[src/sv/rpd_pkg.sv]
// ----------------------------------------------------------------------------
// rpd_pkg
// shared types and constants of the row pixel count peak detector
// ----------------------------------------------------------------------------
package rpd_pkg;

    // default sizes
    localparam int MAX_DIM_DEF     = 4096;
    localparam int HALF_WINDOW_DEF = 5;

    // field widths
    localparam int RED_W      = 8;
    localparam int SCORE_W    = 8;
    localparam int ROW_W      = 12;
    localparam int CUT_W      = 12;
    localparam int DIM_CFG_W  = 13;
    localparam int CFG_IDX_W  = 2;
    localparam int CFG_DATA_W = 13;

    // scoring
    localparam int HIT_STEP  = 3;
    localparam int SCORE_MAX = 255;

    // register reset values
    localparam int CUT_COLUMN_RST    = 400;
    localparam int RED_THRESHOLD_RST = 20;
    localparam int FRAME_COLS_RST    = 640;
    localparam int FRAME_ROWS_RST    = 480;

    // default weighted sum width
    localparam int DEF_GAIN  = HALF_WINDOW_DEF * (HALF_WINDOW_DEF + 1) / 2;
    localparam int DEF_SUM_W = $clog2(DEF_GAIN * SCORE_MAX + 1);

    typedef enum logic [CFG_IDX_W-1:0] {
        REG_CUT_COLUMN    = 2'd0,
        REG_RED_THRESHOLD = 2'd1,
        REG_FRAME_COLS    = 2'd2,
        REG_FRAME_ROWS    = 2'd3
    } cfg_reg_t;

    typedef struct packed {
        logic [ROW_W-1:0]   row_index;
        logic [SCORE_W-1:0] row_score;
        logic               peak;
        logic               last;
    } result_t;

    typedef struct packed {
        logic shift;
        logic clear;
    } cell_ctl_t;

endpackage

[src/sv/rpd_cell.sv]
// ----------------------------------------------------------------------------
// rpd_cell
// one row of score history with its weighted term on a running sum
// ----------------------------------------------------------------------------
module rpd_cell #(
    parameter int WEIGHT = 1,
    parameter int SUM_W  = rpd_pkg::DEF_SUM_W
) (
    input  logic                         clk,
    input  logic                         rst_n,
    input  rpd_pkg::cell_ctl_t           ctl,
    input  logic [rpd_pkg::SCORE_W-1:0]  din,
    output logic [rpd_pkg::SCORE_W-1:0]  score,
    input  logic [SUM_W-1:0]             sum_in,
    output logic [SUM_W-1:0]             sum_out
);

    logic [rpd_pkg::SCORE_W-1:0] score_reg;
    logic [rpd_pkg::SCORE_W-1:0] score_next;
    logic [SUM_W-1:0]            term;

    always_comb
    begin
        score_next = score_reg;
        if (ctl.shift)
        begin
            score_next = din;
        end
        else if (ctl.clear)
        begin
            score_next = '0;
        end
    end

    always_ff @(posedge clk or negedge rst_n)
    begin
        if (!rst_n)
        begin
            score_reg <= '0;
        end
        else
        begin
            score_reg <= score_next;
        end
    end

    // constant weight, small multiply
    assign term    = SUM_W'(score_reg) * SUM_W'(WEIGHT);
    assign sum_out = sum_in + term;
    assign score   = score_reg;

endmodule

[src/sv/rpd_drain.sv]
// ----------------------------------------------------------------------------
// rpd_drain
// result slots loaded in parallel, drained one per cycle into the output register unless stalled
// ----------------------------------------------------------------------------
module rpd_drain #(
    parameter int SLOTS = rpd_pkg::HALF_WINDOW_DEF + 1
) (
    input  logic                             clk,
    input  logic                             rst_n,
    input  logic                             load,
    input  logic [SLOTS-1:0]                 load_mask,
    input  rpd_pkg::result_t [SLOTS-1:0]     load_item,
    output logic                             result_valid,
    input  logic                             result_stall,
    output rpd_pkg::result_t                 result,
    output logic                             busy
);

    localparam int RES_W = $bits(rpd_pkg::result_t);

    rpd_pkg::result_t [SLOTS-1:0] slot_reg;
    rpd_pkg::result_t [SLOTS-1:0] slot_next;
    logic [SLOTS-1:0]             slot_valid_reg;
    logic [SLOTS-1:0]             slot_valid_next;
    rpd_pkg::result_t             out_reg;
    rpd_pkg::result_t             out_next;
    logic                         out_valid_reg;
    logic                         out_valid_next;
    logic                         out_free;
    logic                         move;

    assign out_free = !out_valid_reg || !result_stall;
    assign move     = out_free && slot_valid_reg[0];

    always_comb
    begin
        slot_next       = slot_reg;
        slot_valid_next = slot_valid_reg;
        if (load)
        begin
            slot_next       = load_item;
            slot_valid_next = load_mask;
        end
        else if (move)
        begin
            slot_next       = slot_reg >> RES_W;
            slot_valid_next = slot_valid_reg >> 1;
        end
    end

    always_comb
    begin
        out_next       = out_reg;
        out_valid_next = out_valid_reg;
        if (move)
        begin
            out_next       = slot_reg[0];
            out_valid_next = 1'b1;
        end
        else if (!result_stall)
        begin
            out_valid_next = 1'b0;
        end
    end

    always_ff @(posedge clk or negedge rst_n)
    begin
        if (!rst_n)
        begin
            slot_valid_reg <= '0;
            out_valid_reg  <= 1'b0;
        end
        else
        begin
            slot_valid_reg <= slot_valid_next;
            out_valid_reg  <= out_valid_next;
        end
    end

    always_ff @(posedge clk)
    begin
        slot_reg <= slot_next;
        out_reg  <= out_next;
    end

    assign result_valid = out_valid_reg;
    assign result       = out_reg;
    assign busy         = |slot_valid_reg;

endmodule

[src/sv/row_pixel_count_peak_detector_unit.sv]
// ----------------------------------------------------------------------------
// row_pixel_count_peak_detector_unit: row hit scores with weighted peak test
// a row result passes the event register, a result slot and the output register; a frame end
// adds HALF_WINDOW more results at one per cycle unless stalled; throughput: one pixel per cycle
// unless stalled: a row-ending pixel stalls while the previous row end is in flight or results
// wait in the slots, so no new row end is taken until the last row's results have left the slots
// async reset clears counters, score history and registers to defaults (400, 20, 640, 480)
// ----------------------------------------------------------------------------
module row_pixel_count_peak_detector_unit #(
    parameter int MAX_DIM     = rpd_pkg::MAX_DIM_DEF,
    parameter int HALF_WINDOW = rpd_pkg::HALF_WINDOW_DEF
) (
    input  logic                              clk,
    input  logic                              rst_n,
    // pixel channel
    input  logic                              pixel_valid,
    output logic                              pixel_stall,
    input  logic [rpd_pkg::RED_W-1:0]         pixel_red,
    // result channel
    output logic                              result_valid,
    input  logic                              result_stall,
    output logic [rpd_pkg::ROW_W-1:0]         row_index,
    output logic [rpd_pkg::SCORE_W-1:0]       row_score,
    output logic                              peak,
    output logic                              last,
    // configuration channel
    input  logic                              cfg_valid,
    output logic                              cfg_ready,
    input  logic [rpd_pkg::CFG_IDX_W-1:0]     cfg_index,
    input  logic [rpd_pkg::CFG_DATA_W-1:0]    cfg_data
);

    localparam int DIM_W = $clog2(MAX_DIM + 1);
    localparam int DEPTH = 2 * HALF_WINDOW + 1;
    localparam int SLOTS = HALF_WINDOW + 1;
    localparam int GAIN  = HALF_WINDOW * (HALF_WINDOW + 1) / 2;
    localparam int SUM_W = $clog2(GAIN * rpd_pkg::SCORE_MAX + 1);
    localparam int SW    = rpd_pkg::SCORE_W;
    localparam int RW    = rpd_pkg::ROW_W;
    localparam int CW    = rpd_pkg::CUT_W;
    localparam int TW    = rpd_pkg::RED_W;
    localparam int FW    = rpd_pkg::DIM_CFG_W;

    // ------------------------------------------------------------------
    // configuration registers
    // ------------------------------------------------------------------
    logic [CW-1:0] cut_column_reg, cut_column_next;
    logic [TW-1:0] red_threshold_reg, red_threshold_next;
    logic [FW-1:0] frame_cols_reg, frame_cols_next;
    logic [FW-1:0] frame_rows_reg, frame_rows_next;
    logic          cfg_write;

    // writes are to come only while idle; the block does not enforce it, and the port never pushes back
    assign cfg_ready = 1'b1;
    assign cfg_write = cfg_valid && cfg_ready;

    always_comb
    begin
        cut_column_next    = cut_column_reg;
        red_threshold_next = red_threshold_reg;
        frame_cols_next    = frame_cols_reg;
        frame_rows_next    = frame_rows_reg;
        if (cfg_write)
        begin
            case (rpd_pkg::cfg_reg_t'(cfg_index))
                rpd_pkg::REG_CUT_COLUMN:    cut_column_next    = cfg_data[CW-1:0];
                rpd_pkg::REG_RED_THRESHOLD: red_threshold_next = cfg_data[TW-1:0];
                rpd_pkg::REG_FRAME_COLS:    frame_cols_next    = cfg_data[FW-1:0];
                rpd_pkg::REG_FRAME_ROWS:    frame_rows_next    = cfg_data[FW-1:0];
                default:                    cut_column_next    = cut_column_reg;
            endcase
        end
    end

    always_ff @(posedge clk or negedge rst_n)
    begin
        if (!rst_n)
        begin
            cut_column_reg    <= CW'(rpd_pkg::CUT_COLUMN_RST);
            red_threshold_reg <= TW'(rpd_pkg::RED_THRESHOLD_RST);
            frame_cols_reg    <= FW'(rpd_pkg::FRAME_COLS_RST);
            frame_rows_reg    <= FW'(rpd_pkg::FRAME_ROWS_RST);
        end
        else
        begin
            cut_column_reg    <= cut_column_next;
            red_threshold_reg <= red_threshold_next;
            frame_cols_reg    <= frame_cols_next;
            frame_rows_reg    <= frame_rows_next;
        end
    end

    // ------------------------------------------------------------------
    // frame size, clamped into the legal range
    // ------------------------------------------------------------------
    logic [DIM_W-1:0] cols_eff;
    logic [DIM_W-1:0] rows_eff;

    always_comb
    begin
        if (frame_cols_reg == '0)
        begin
            cols_eff = DIM_W'(1);
        end
        else if (32'(frame_cols_reg) > 32'(MAX_DIM))
        begin
            cols_eff = DIM_W'(MAX_DIM);
        end
        else
        begin
            cols_eff = DIM_W'(frame_cols_reg);
        end
    end

    always_comb
    begin
        if (32'(frame_rows_reg) < 32'(HALF_WINDOW + 1))
        begin
            rows_eff = DIM_W'(HALF_WINDOW + 1);
        end
        else if (32'(frame_rows_reg) > 32'(MAX_DIM))
        begin
            rows_eff = DIM_W'(MAX_DIM);
        end
        else
        begin
            rows_eff = DIM_W'(frame_rows_reg);
        end
    end

    // ------------------------------------------------------------------
    // pixel stage: hit test, row accumulator, raster counters
    // ------------------------------------------------------------------
    logic [SW-1:0]    acc_reg, acc_next;
    logic [DIM_W-1:0] col_reg, col_next;
    logic [DIM_W-1:0] row_reg, row_next;
    logic [SW:0]      acc_sum;
    logic [SW-1:0]    acc_hit;
    logic             hit;
    logic             row_end_now;
    logic             frame_end_now;
    logic             pixel_take;

    // row event register, read by the result stage in the cycle after the row end
    logic             evt_valid_reg, evt_valid_next;
    logic             evt_frame_reg, evt_frame_next;
    logic             evt_emit_reg, evt_emit_next;
    logic             evt_peak_ok_reg, evt_peak_ok_next;
    logic [DIM_W-1:0] evt_row_reg, evt_row_next;

    logic             drain_busy;

    assign hit = (32'(col_reg) <= 32'(cut_column_reg)) && (pixel_red > red_threshold_reg);

    // saturating add of one hit step
    assign acc_sum = {1'b0, acc_reg} + (SW + 1)'(rpd_pkg::HIT_STEP);
    always_comb
    begin
        acc_hit = acc_reg;
        if (hit)
        begin
            if (acc_sum > (SW + 1)'(rpd_pkg::SCORE_MAX))
            begin
                acc_hit = SW'(rpd_pkg::SCORE_MAX);
            end
            else
            begin
                acc_hit = acc_sum[SW-1:0];
            end
        end
    end

    assign row_end_now   = 32'(col_reg) >= (32'(cols_eff) - 32'd1);
    assign frame_end_now = 32'(row_reg) >= (32'(rows_eff) - 32'd1);

    // a row-ending pixel needs empty result slots and no event in flight
    assign pixel_stall = row_end_now && (evt_valid_reg || drain_busy);
    assign pixel_take  = pixel_valid && !pixel_stall;

    always_comb
    begin
        acc_next         = acc_reg;
        col_next         = col_reg;
        row_next         = row_reg;
        evt_valid_next   = 1'b0;
        evt_frame_next   = evt_frame_reg;
        evt_emit_next    = evt_emit_reg;
        evt_peak_ok_next = evt_peak_ok_reg;
        evt_row_next     = evt_row_reg;
        if (pixel_take)
        begin
            if (row_end_now)
            begin
                acc_next       = '0;
                col_next       = '0;
                evt_valid_next = 1'b1;
                evt_row_next   = row_reg;
                evt_frame_next = frame_end_now;
                // a row result exists once the window has filled
                evt_emit_next  = (32'(row_reg) >= 32'(HALF_WINDOW)) || frame_end_now;
                // peak test only with full windows on both sides
                evt_peak_ok_next = (32'(row_reg) > 32'(2 * HALF_WINDOW))
                                && (32'(row_reg) < 32'(rows_eff));
                if (frame_end_now)
                begin
                    row_next = '0;
                end
                else
                begin
                    row_next = row_reg + DIM_W'(1);
                end
            end
            else
            begin
                acc_next = acc_hit;
                col_next = col_reg + DIM_W'(1);
            end
        end
    end

    always_ff @(posedge clk or negedge rst_n)
    begin
        if (!rst_n)
        begin
            acc_reg         <= '0;
            col_reg         <= '0;
            row_reg         <= '0;
            evt_valid_reg   <= 1'b0;
            evt_frame_reg   <= 1'b0;
            evt_emit_reg    <= 1'b0;
            evt_peak_ok_reg <= 1'b0;
        end
        else
        begin
            acc_reg         <= acc_next;
            col_reg         <= col_next;
            row_reg         <= row_next;
            evt_valid_reg   <= evt_valid_next;
            evt_frame_reg   <= evt_frame_next;
            evt_emit_reg    <= evt_emit_next;
            evt_peak_ok_reg <= evt_peak_ok_next;
        end
    end

    always_ff @(posedge clk)
    begin
        evt_row_reg <= evt_row_next;
    end

    // ------------------------------------------------------------------
    // score history: a chain of cells, newest row in cell 0
    // cells below the center sum the future side, cells above it the past
    // side, each side weighted heaviest next to the center
    // ------------------------------------------------------------------
    rpd_pkg::cell_ctl_t cell_ctl;
    logic [SW-1:0]      score_w  [DEPTH];
    logic [SUM_W-1:0]   sum_in_w [DEPTH];
    logic [SUM_W-1:0]   sum_out_w[DEPTH];

    // shift on every accepted row end, clear as a frame's results are loaded into the slots
    assign cell_ctl.shift = pixel_take && row_end_now;
    assign cell_ctl.clear = evt_valid_reg && evt_frame_reg;

    for (genvar j = 0; j < DEPTH; j++)
    begin : g_cell
        localparam int WEIGHT = (j < HALF_WINDOW)  ? j + 1 :
                                (j == HALF_WINDOW) ? GAIN  : DEPTH - j;
        logic [SW-1:0] din_w;

        if (j == 0)
        begin : g_head
            assign din_w = acc_hit;
        end
        else
        begin : g_link
            assign din_w = score_w[j-1];
        end

        if (j == 0 || j == HALF_WINDOW || j == DEPTH - 1)
        begin : g_sum_start
            assign sum_in_w[j] = '0;
        end
        else if (j < HALF_WINDOW)
        begin : g_sum_future
            assign sum_in_w[j] = sum_out_w[j-1];
        end
        else
        begin : g_sum_past
            assign sum_in_w[j] = sum_out_w[j+1];
        end

        rpd_cell #(
            .WEIGHT (WEIGHT),
            .SUM_W  (SUM_W)
        ) u_cell (
            .clk     (clk),
            .rst_n   (rst_n),
            .ctl     (cell_ctl),
            .din     (din_w),
            .score   (score_w[j]),
            .sum_in  (sum_in_w[j]),
            .sum_out (sum_out_w[j])
        );
    end

    // ------------------------------------------------------------------
    // result stage: peak compare and slot load
    // ------------------------------------------------------------------
    logic [SUM_W-1:0]             center_sum;
    logic [SUM_W-1:0]             future_sum;
    logic [SUM_W-1:0]             past_sum;
    logic                         is_peak;
    logic                         drain_load;
    logic [SLOTS-1:0]             load_mask;
    rpd_pkg::result_t [SLOTS-1:0] load_item;
    rpd_pkg::result_t             out_item;

    assign center_sum = sum_out_w[HALF_WINDOW];
    assign future_sum = sum_out_w[HALF_WINDOW-1];
    assign past_sum   = sum_out_w[HALF_WINDOW+1];
    assign is_peak    = evt_peak_ok_reg && (center_sum > past_sum) && (center_sum > future_sum);

    assign drain_load = evt_valid_reg && (evt_emit_reg || evt_frame_reg);
    assign load_mask  = evt_frame_reg ? {SLOTS{1'b1}} : SLOTS'(1);

    // slot 0: the row at the window center; the rest flush the newest rows
    always_comb
    begin
        load_item[0].row_index = RW'(32'(evt_row_reg) - 32'(HALF_WINDOW));
        load_item[0].row_score = score_w[HALF_WINDOW];
        load_item[0].peak      = is_peak;
        load_item[0].last      = 1'b0;
        for (int i = 1; i < SLOTS; i++)
        begin
            load_item[i].row_index = RW'(32'(evt_row_reg) - 32'(HALF_WINDOW - i));
            load_item[i].row_score = score_w[HALF_WINDOW-i];
            load_item[i].peak      = 1'b0;
            load_item[i].last      = (i == SLOTS - 1);
        end
    end

    rpd_drain #(
        .SLOTS (SLOTS)
    ) u_drain (
        .clk          (clk),
        .rst_n        (rst_n),
        .load         (drain_load),
        .load_mask    (load_mask),
        .load_item    (load_item),
        .result_valid (result_valid),
        .result_stall (result_stall),
        .result       (out_item),
        .busy         (drain_busy)
    );

    assign row_index = out_item.row_index;
    assign row_score = out_item.row_score;
    assign peak      = out_item.peak;
    assign last      = out_item.last;

    // ------------------------------------------------------------------
    // checks
    // ------------------------------------------------------------------
`ifndef ASSERT_OFF
    // slots are only loaded when the previous results have all moved on
    a_load_empty: assert property (@(posedge clk) disable iff (!rst_n)
        drain_load |-> !drain_busy)
        else $error("result slots loaded while still busy");

    // a history shift never meets the end-of-frame clear
    a_shift_clear: assert property (@(posedge clk) disable iff (!rst_n)
        !(cell_ctl.shift && cell_ctl.clear))
        else $error("history shift during frame clear");

    // a frame end always leaves flushed rows waiting in the slots
    a_frame_flush: assert property (@(posedge clk) disable iff (!rst_n)
        (evt_valid_reg && evt_frame_reg) |=> drain_busy)
        else $error("frame end produced no flush results");

    // the center cell of the history is empty right after a frame clear
    a_clear_done: assert property (@(posedge clk) disable iff (!rst_n)
        cell_ctl.clear |=> (score_w[HALF_WINDOW] == '0))
        else $error("history not cleared after frame end");
`endif

endmodule
[config.mk]
export PLATFORM = sky130hd
export DESIGN_NAME = row_pixel_count_peak_detector_unit
export DESIGN_NICKNAME = d
export VERILOG_FILES = /design/src/sv/rpd_pkg.sv /design/src/sv/rpd_cell.sv /design/src/sv/rpd_drain.sv /design/src/sv/row_pixel_count_peak_detector_unit.sv
export SDC_FILE = /design/constraint.sdc
export NUM_CORES = 1
export LEC_CHECK = 0
export BUFFER_PORTS_ARGS = -buffer_cell sky130_fd_sc_hd__buf_2
export CORE_MARGIN = 2
export CORE_UTILIZATION = 62
export CTS_CLUSTER_DIAMETER = 60
export DETAILED_ROUTE_END_ITERATION = 6
export GPL_ROUTABILITY_DRIVEN = 0
export PLACE_DENSITY = 0.79
export SLEW_MARGIN = 20
export SYNTH_ARGS = -nofsm -noshare
export SYNTH_HDL_FRONTEND = slang
export SYNTH_SLANG_ARGS = --single-unit
[constraint.sdc]
create_clock -name clk -period 13.57 [get_ports clk]
set_clock_uncertainty 0.1 [all_clocks]
set_input_delay 2.714 -clock clk [delete_from_list [all_inputs] [get_ports clk]]
set_output_delay 2.714 -clock clk [all_outputs]
set_load 0.1 [all_outputs]
==> summary.txt, run 1 <==
Run status
  • Outcome: completed

Worst setup path
  • Worst path top cell family by delay: simple AND/OR/NAND/NOR gates
  • CP cell instances: or3_1 > or3_1 > nor3_1 > nor3b_1 > o21bai_1 > ha_1 > o21ai_1 > o211ai_1 > o21a_1 > ha_1 > and2_1 > a221oi_1 > o21ai_0 > a31oi_1 > nor2_1 > buf_2
  • Critical Path End Type: output port
  • Flop-to-flop setup slack: 7.04 ns
  • CP bufs+invs: 1
  • CP required: 10.76 ns
  • Slowest CP cell: or3_1
  • CP Class: reg -> out
  • CP Data Arrival Time: 5.26 ns
  • Crit path max fanout: 9
  • Critical Path Source Type: flop
  • CP max stage delay: approximately 0.44 ns

GRT
  • Gr ovfl total: 0
  • Largest net degree at the start of global routing: 94
  • Vias in the first global route: 14600
  • Aggregate global-route resource usage: 25.7%
  • Initial antenna violation count: 1
  • First-pass GRT wire length: around 72000 um

Run
  • Max Cap Viol: 0

Routing
  • DRC: 0
  • WL per Instance: 17.2 um
  • Vias/cell: about 5.8
  • DR pass1 iterations: 6
  • Via count: 14500
  • WL final: 42500 um
  • Routed Antenna Nets: 0
  • Drt initial violations: 1179

Final layout
  • Largest register FFs: 127
  • Most frequent cells in the layout: nand2_1 (274), inv_1 (202), o21ai_0 (190), ha_1 (168), dfrtp_1 (168)
  • Share of cells above drive strength 1: 9.31%
  • Final layout net count: 2278
  • Layout area overhead: 9.48%
  • Fillcell total: 2416
  • Leading cell type in the layout, fill and taps excluded: nand2_1

STA
  • Worst slew pin tran: 1.02 ns
  • RSZ-0062 raised after global routing: false
  • Final min period: between 8 and 9 ns
  • Worst-case headroom to the max-slew limit: 31.7%
  • Setup violators final: 0
  • Final TNS setup: 0 ns
  • Fin. Hold Viols: 0
  • Crit share post-route: 59.5%
  • Fin. max-slew vios: 0
  • Fmax: around 120 MHz

Clock network
  • Hold-fix buffers, CTS: 0
  • Root Buffer: clkbuf_16
  • Worst-skew pair later-pin latency: 0.54 ns
  • CTS H-tree depth: 2
  • Clock tree buffer depth: 3
  • TritonCTS buffer count: 39
  • Cts repair resizes: 0
  • CTS tree: built
  • Post-CTS Setup Inserts: 0
  • Clock sinks: 340
  • Worst-path clk slew: ~0.060 ns

Logic synthesis
  • Post-synthesis instance total: 1980
  • Synth Net Count: 2258
  • Yosys cell types: 71
  • Post-Syn Area: 20500 sq um
  • Fraction of registers with async set/reset: between 50 and 60%
  • Synth Area per Inst: 10.3 sq um
  • Post-synth EDFFs: roughly 160
  • Sequential share of the synthesized area: 45.3%
  • Main flop type after synthesis: dfrtp_1
  • Post-synthesis register bit count: 340
  • Ys Warns: 0

Die
  • # rows: 66
  • Initial Util: between 60% and 70%
  • Die area: 34500 sq um
  • Die span in y: 186 um
  • Core Area: 32500 sq um
  • # IOs: 53
  • Die X: 186 um

Worst hold path
  • Min-delay worst type: reg -> reg

Place
  • DPL Wire Length: 28800 um
  • I/O Buffers: 51
[logic make-up after synthesis]
family	after synthesis	share of synthesized area (%)
AOI/OAI and AO/OA	392	11.8
xor gates and xnor gates	86	3.68
adders and majority gates	251	18.3
buffers and inverters	287	5.54
DFF	340	45.3
muxes	44	2.38
other	1	0.0183
and+or+nand+nor	579	13.0
[final timing paths]
| kind | from | endpoint | depth (start not counted) |
|---|---|---|---|
| hold reg to reg | u_drain.slot_reg[6] | u_drain.result[6] | 0 |
| hold / removal | u_drain.slot_reg[6] | u_drain.result[6] | 0 |
| setup / recovery | frame_cols_reg[5] | pixel_stall | 16 |
| min in group asynchronous | rst_n | red_threshold_reg[0] | 1 |
| max in group asynchronous | rst_n | g_cell[6].u_cell.score[4] | 3 |
| setup reg to reg | frame_cols_reg[5] | col_reg[10] | 19 |
[area by class of cell]
type	instances	area, sq um	share of cell area [%]
sequential	340	9270	41.4
inverter	204	767	3.42
tap	442	553	2.47
multi-input combinational	1353	10100	45.1
clock buffer	53	1100	4.91
clock inverter	19	236	1.06
timing repair buffer	62	364	1.62
antenna	1	2.50	0.0112
[through the flow]
step                worst slack, ns  instance area, sq um  cells  hold WS, ns  util, %
floorplan                      6.08                 20500   1980        0.300        -
global placement               6.26                 21000   2400        0.301     64.6
detailed placement             6.14                 21000   2400        0.305     64.6
CTS                            5.59                 22400   2472        0.320     68.7
global route                   5.20                 22400   2473        0.324     68.9
finish                         5.50                 22400   2474        0.318     68.9
[cells in the mapped netlist (4+ instances only)]
cell type | number | area, sq um
nand2_1 | 276 | 1040
inv_1 | 202 | 758
o21ai_0 | 191 | 956
dfrtp_1 | 168 | 4200
ha_1 | 168 | 2100
edfxtp_1 | 155 | 4650
fa_1 | 82 | 1640
nand3_1 | 82 | 410
nor2_1 | 80 | 300
a21oi_1 | 61 | 305
clkbuf_1 | 50 | 188
xor2_1 | 47 | 412
xnor2_1 | 39 | 342
mux2_2 | 37 | 417
a22o_1 | 35 | 307
a21o_1 | 31 | 233
and2_1 | 22 | 138
nor3_1 | 19 | 95.1
and3_1 | 15 | 93.8
nor2b_1 | 14 | 87.6
buf_1 | 13 | 48.8
buf_2 | 12 | 60.1
or3_1 | 12 | 75.1
dfstp_2 | 11 | 289
nand2b_1 | 11 | 68.8
o31ai_1 | 11 | 82.6
nand4_1 | 10 | 62.6
nor3b_1 | 8 | 60.1
nor4_1 | 8 | 50.1
mux2i_1 | 7 | 70.1
a31oi_1 | 6 | 37.5
and4_1 | 6 | 52.6
dfxtp_1 | 6 | 120
o2111ai_1 | 6 | 52.6
buf_4 | 5 | 37.5
o21a_1 | 5 | 37.5
or2_2 | 5 | 31.3
a2111oi_0 | 4 | 35.0
a221oi_1 | 4 | 35.0
a41o_1 | 4 | 40.0
[worst register-to-register path: cells and delay by family (launching register included)]
kind / cells / cell delay, ns
AOI/OAI and AO/OA: 8 / 1.72
adders and majority gates: 2 / 0.50
buffers and inverters: 2 / 1.11
DFF: 1 / 0.43
and+or+nand+nor: 7 / 2.60
[per-layer routing]
| metal | track usage (%) | share of wire (%) | wire length [um] |
|---|---|---|---|
| met2 | 41.9 | 47 | 20100 |
| met3 | 3.52 | 5.4 | 2290 |
| met1 | 36.0 | 45 | 19000 |
| met5 | 0 | 0 | 0 |
| met4 | 7.91 | 2.6 | 1110 |
Power of run 1 is not shown: default switching activity piles up to over one toggle a cycle in this logic, so the estimate is an artifact.
==> inputs of run 2 (changes only) <==
==> constraint.sdc (replaced) <==
create_clock -name clk -period 7.7 [get_ports clk]
set_clock_uncertainty 0.1 [all_clocks]
set_input_delay 1.54 -clock clk [delete_from_list [all_inputs] [get_ports clk]]
set_output_delay 1.54 -clock clk [all_outputs]
set_load 0.1 [all_outputs]
==> run 2 against run 1 <==
Net effect: critical path depth did not move; clock-buffer cell count decreased by 3; sequential share of layout area up 0.32 points; die area stayed put; worst hold slack lost 0.0048 ns; global-route usage increased by 0.15 points; design area is 0.78% lower; via count down 0.28%; cell count down 0.16%; sequential cell count did not move; highest routed layer unchanged.
==> summary.txt, run 2 (synthesized netlist as in run 1, its figures left out) <==
Worst setup path
  • Critical Path Source Type: flop
  • Slowest CP cell: or3_1
  • CP max stage delay: around 0.44 ns
  • CP cell instances: or3_1 > or3_1 > nor3_1 > nor3b_1 > o21bai_1 > ha_1 > o21ai_1 > o211ai_1 > o21a_1 > ha_1 > and2_1 > a221oi_1 > o21ai_0 > a31oi_1 > nor2_1 > buf_2
  • CP bufs+invs: 1
  • CP required: 6.06 ns
  • CP Class: reg -> out
  • Critical Path End Type: output port
  • Worst path top cell family by delay: simple AND/OR/NAND/NOR gates
  • CP Data Arrival Time: about 5.2 ns
  • Crit path max fanout: 9

GRT
  • Grt peak-use layer: met2
  • Gr ovfl total: 0
  • M3 GR Usage: 3.72%
  • Vias in the first global route: 14300
  • First-pass GRT wire length: 71200 um
  • Largest net degree at the start of global routing: 98
  • Initial antenna violation count: 1
  • Met2 Use GR: 42.5%
  • Met1 GRT Util: 35.8%
  • Aggregate global-route resource usage: 25.8%

Final layout
  • Most frequent cells in the layout: nand2_1 (274), inv_1 (202), o21ai_0 (190), ha_1 (168), dfrtp_1 (168)
  • Leading cell type in the layout, fill and taps excluded: nand2_1
  • Final layout net count: 2277
  • Fillcell total: 2424
  • Largest register FFs: 127
  • N_diodes: 0
  • Share of cells above drive strength 1: under 10%
  • Layout area overhead: 8.63%

Routing
  • WL per Instance: ~17 um
  • WL final: 42400 um
  • Drt initial violations: 1097
  • Routed Antenna Nets: 0
  • Vias/cell: 5.84
  • DR pass1 iterations: 5
  • Via count: 14400
  • DRC: 0

STA
  • Final TNS setup: 0 ns
  • Worst-case headroom to the max-slew limit: a little over a quarter
  • Setup violators final: 0
  • Fin. Hold Viols: 0
  • Worst slew pin tran: 1.09 ns
  • Fin. max-slew vios: 0
  • Fmax: between 100 and 150 MHz
  • Crit share post-route: between 80 and 90%
  • Final min period: between 6 and 7 ns
  • RSZ-0062 raised after global routing: false

Clock network
  • CTS H-tree depth: 2
  • Hold-fix buffers, CTS: 0
  • Worst-path clk slew: about 0.060 ns
  • Root Buffer: clkbuf_16
  • TritonCTS buffer count: 39
  • CTS tree: built
  • Cts repair resizes: 0
  • Worst-skew pair later-pin latency: 0.54 ns
  • Clock sinks: 340
  • Post-CTS Setup Inserts: 0
  • Clock tree buffer depth: 3

Die
  • Die span in y: about 190 um
  • Core Area: 32500 sq um
  • Die area: 34500 sq um
  • Die X: 186 um
  • Initial Util: 62.9%
  • # IOs: 53
  • # rows: 66

Run status
  • Outcome: completed

Place
  • DPL Wire Length: 28800 um
  • I/O Buffers: 51

Run
  • Max Cap Viol: 0

Worst hold path
  • Min-delay worst type: reg -> reg
-- run 2: changes by cell type in the layout (fill, tap and decap cells not counted), sizes merged --
cell / delta
clkbuf: -3
bufinv: -4
buf: -1
clkinv: +3
inv: +3
diode: -1
clkinvlp: -1
-- run 2: routing by layer --
metal	wire, um	vias to the layer above
met3	2160	68
met1	18900	7074
li1	-	6875
met2	20500	397
met4	933	0
met5	0	-
-- run 2: path summary, 6_finish.rpt --
path	startpoint	end	slack [ns]	cells past startpoint
max	frame_cols_reg[5]	pixel_stall	0.90	16
min	u_drain.slot_reg[3]	u_drain.result[3]	0.31	0
max reg2reg	frame_cols_reg[5]	g_cell[6].u_cell.score[4]	1.44	19
min reg2reg	u_drain.slot_reg[3]	u_drain.result[3]	0.31	0
max in group asynchronous	rst_n	g_cell[5].u_cell.score[4]	5.34	2
min in group asynchronous	rst_n	red_threshold_reg[0]	0.86	1
-- run 2: per-stage QoR --
stage | worst slack [ns] | utilization, % | instances | instance area [sq um] | hold WS [ns]
2_1_floorplan | 1.39 | - | 1980 | 20500 | 0.300
3_3_place_gp | 1.57 | 64.6 | 2400 | 21000 | 0.303
3_5_place_dp | 1.47 | 64.6 | 2400 | 21000 | 0.305
4_1_cts | 0.888 | 68.3 | 2470 | 22200 | 0.315
5_1_grt | 0.445 | 68.3 | 2470 | 22200 | 0.324
6_report | 0.895 | 68.3 | 2470 | 22200 | 0.313
-- run 2: cell type report --
class,count,area [sq um],share of cell area (%)
multi-input combinational,1353,10100,45.5
sequential,340,9270,41.7
clock buffer,50,1070,4.80
inverter,204,767,3.45
tap,442,553,2.49
timing repair buffer,61,337,1.51
clock inverter,20,118,0.529
Power of run 2 is left out for the same reason.
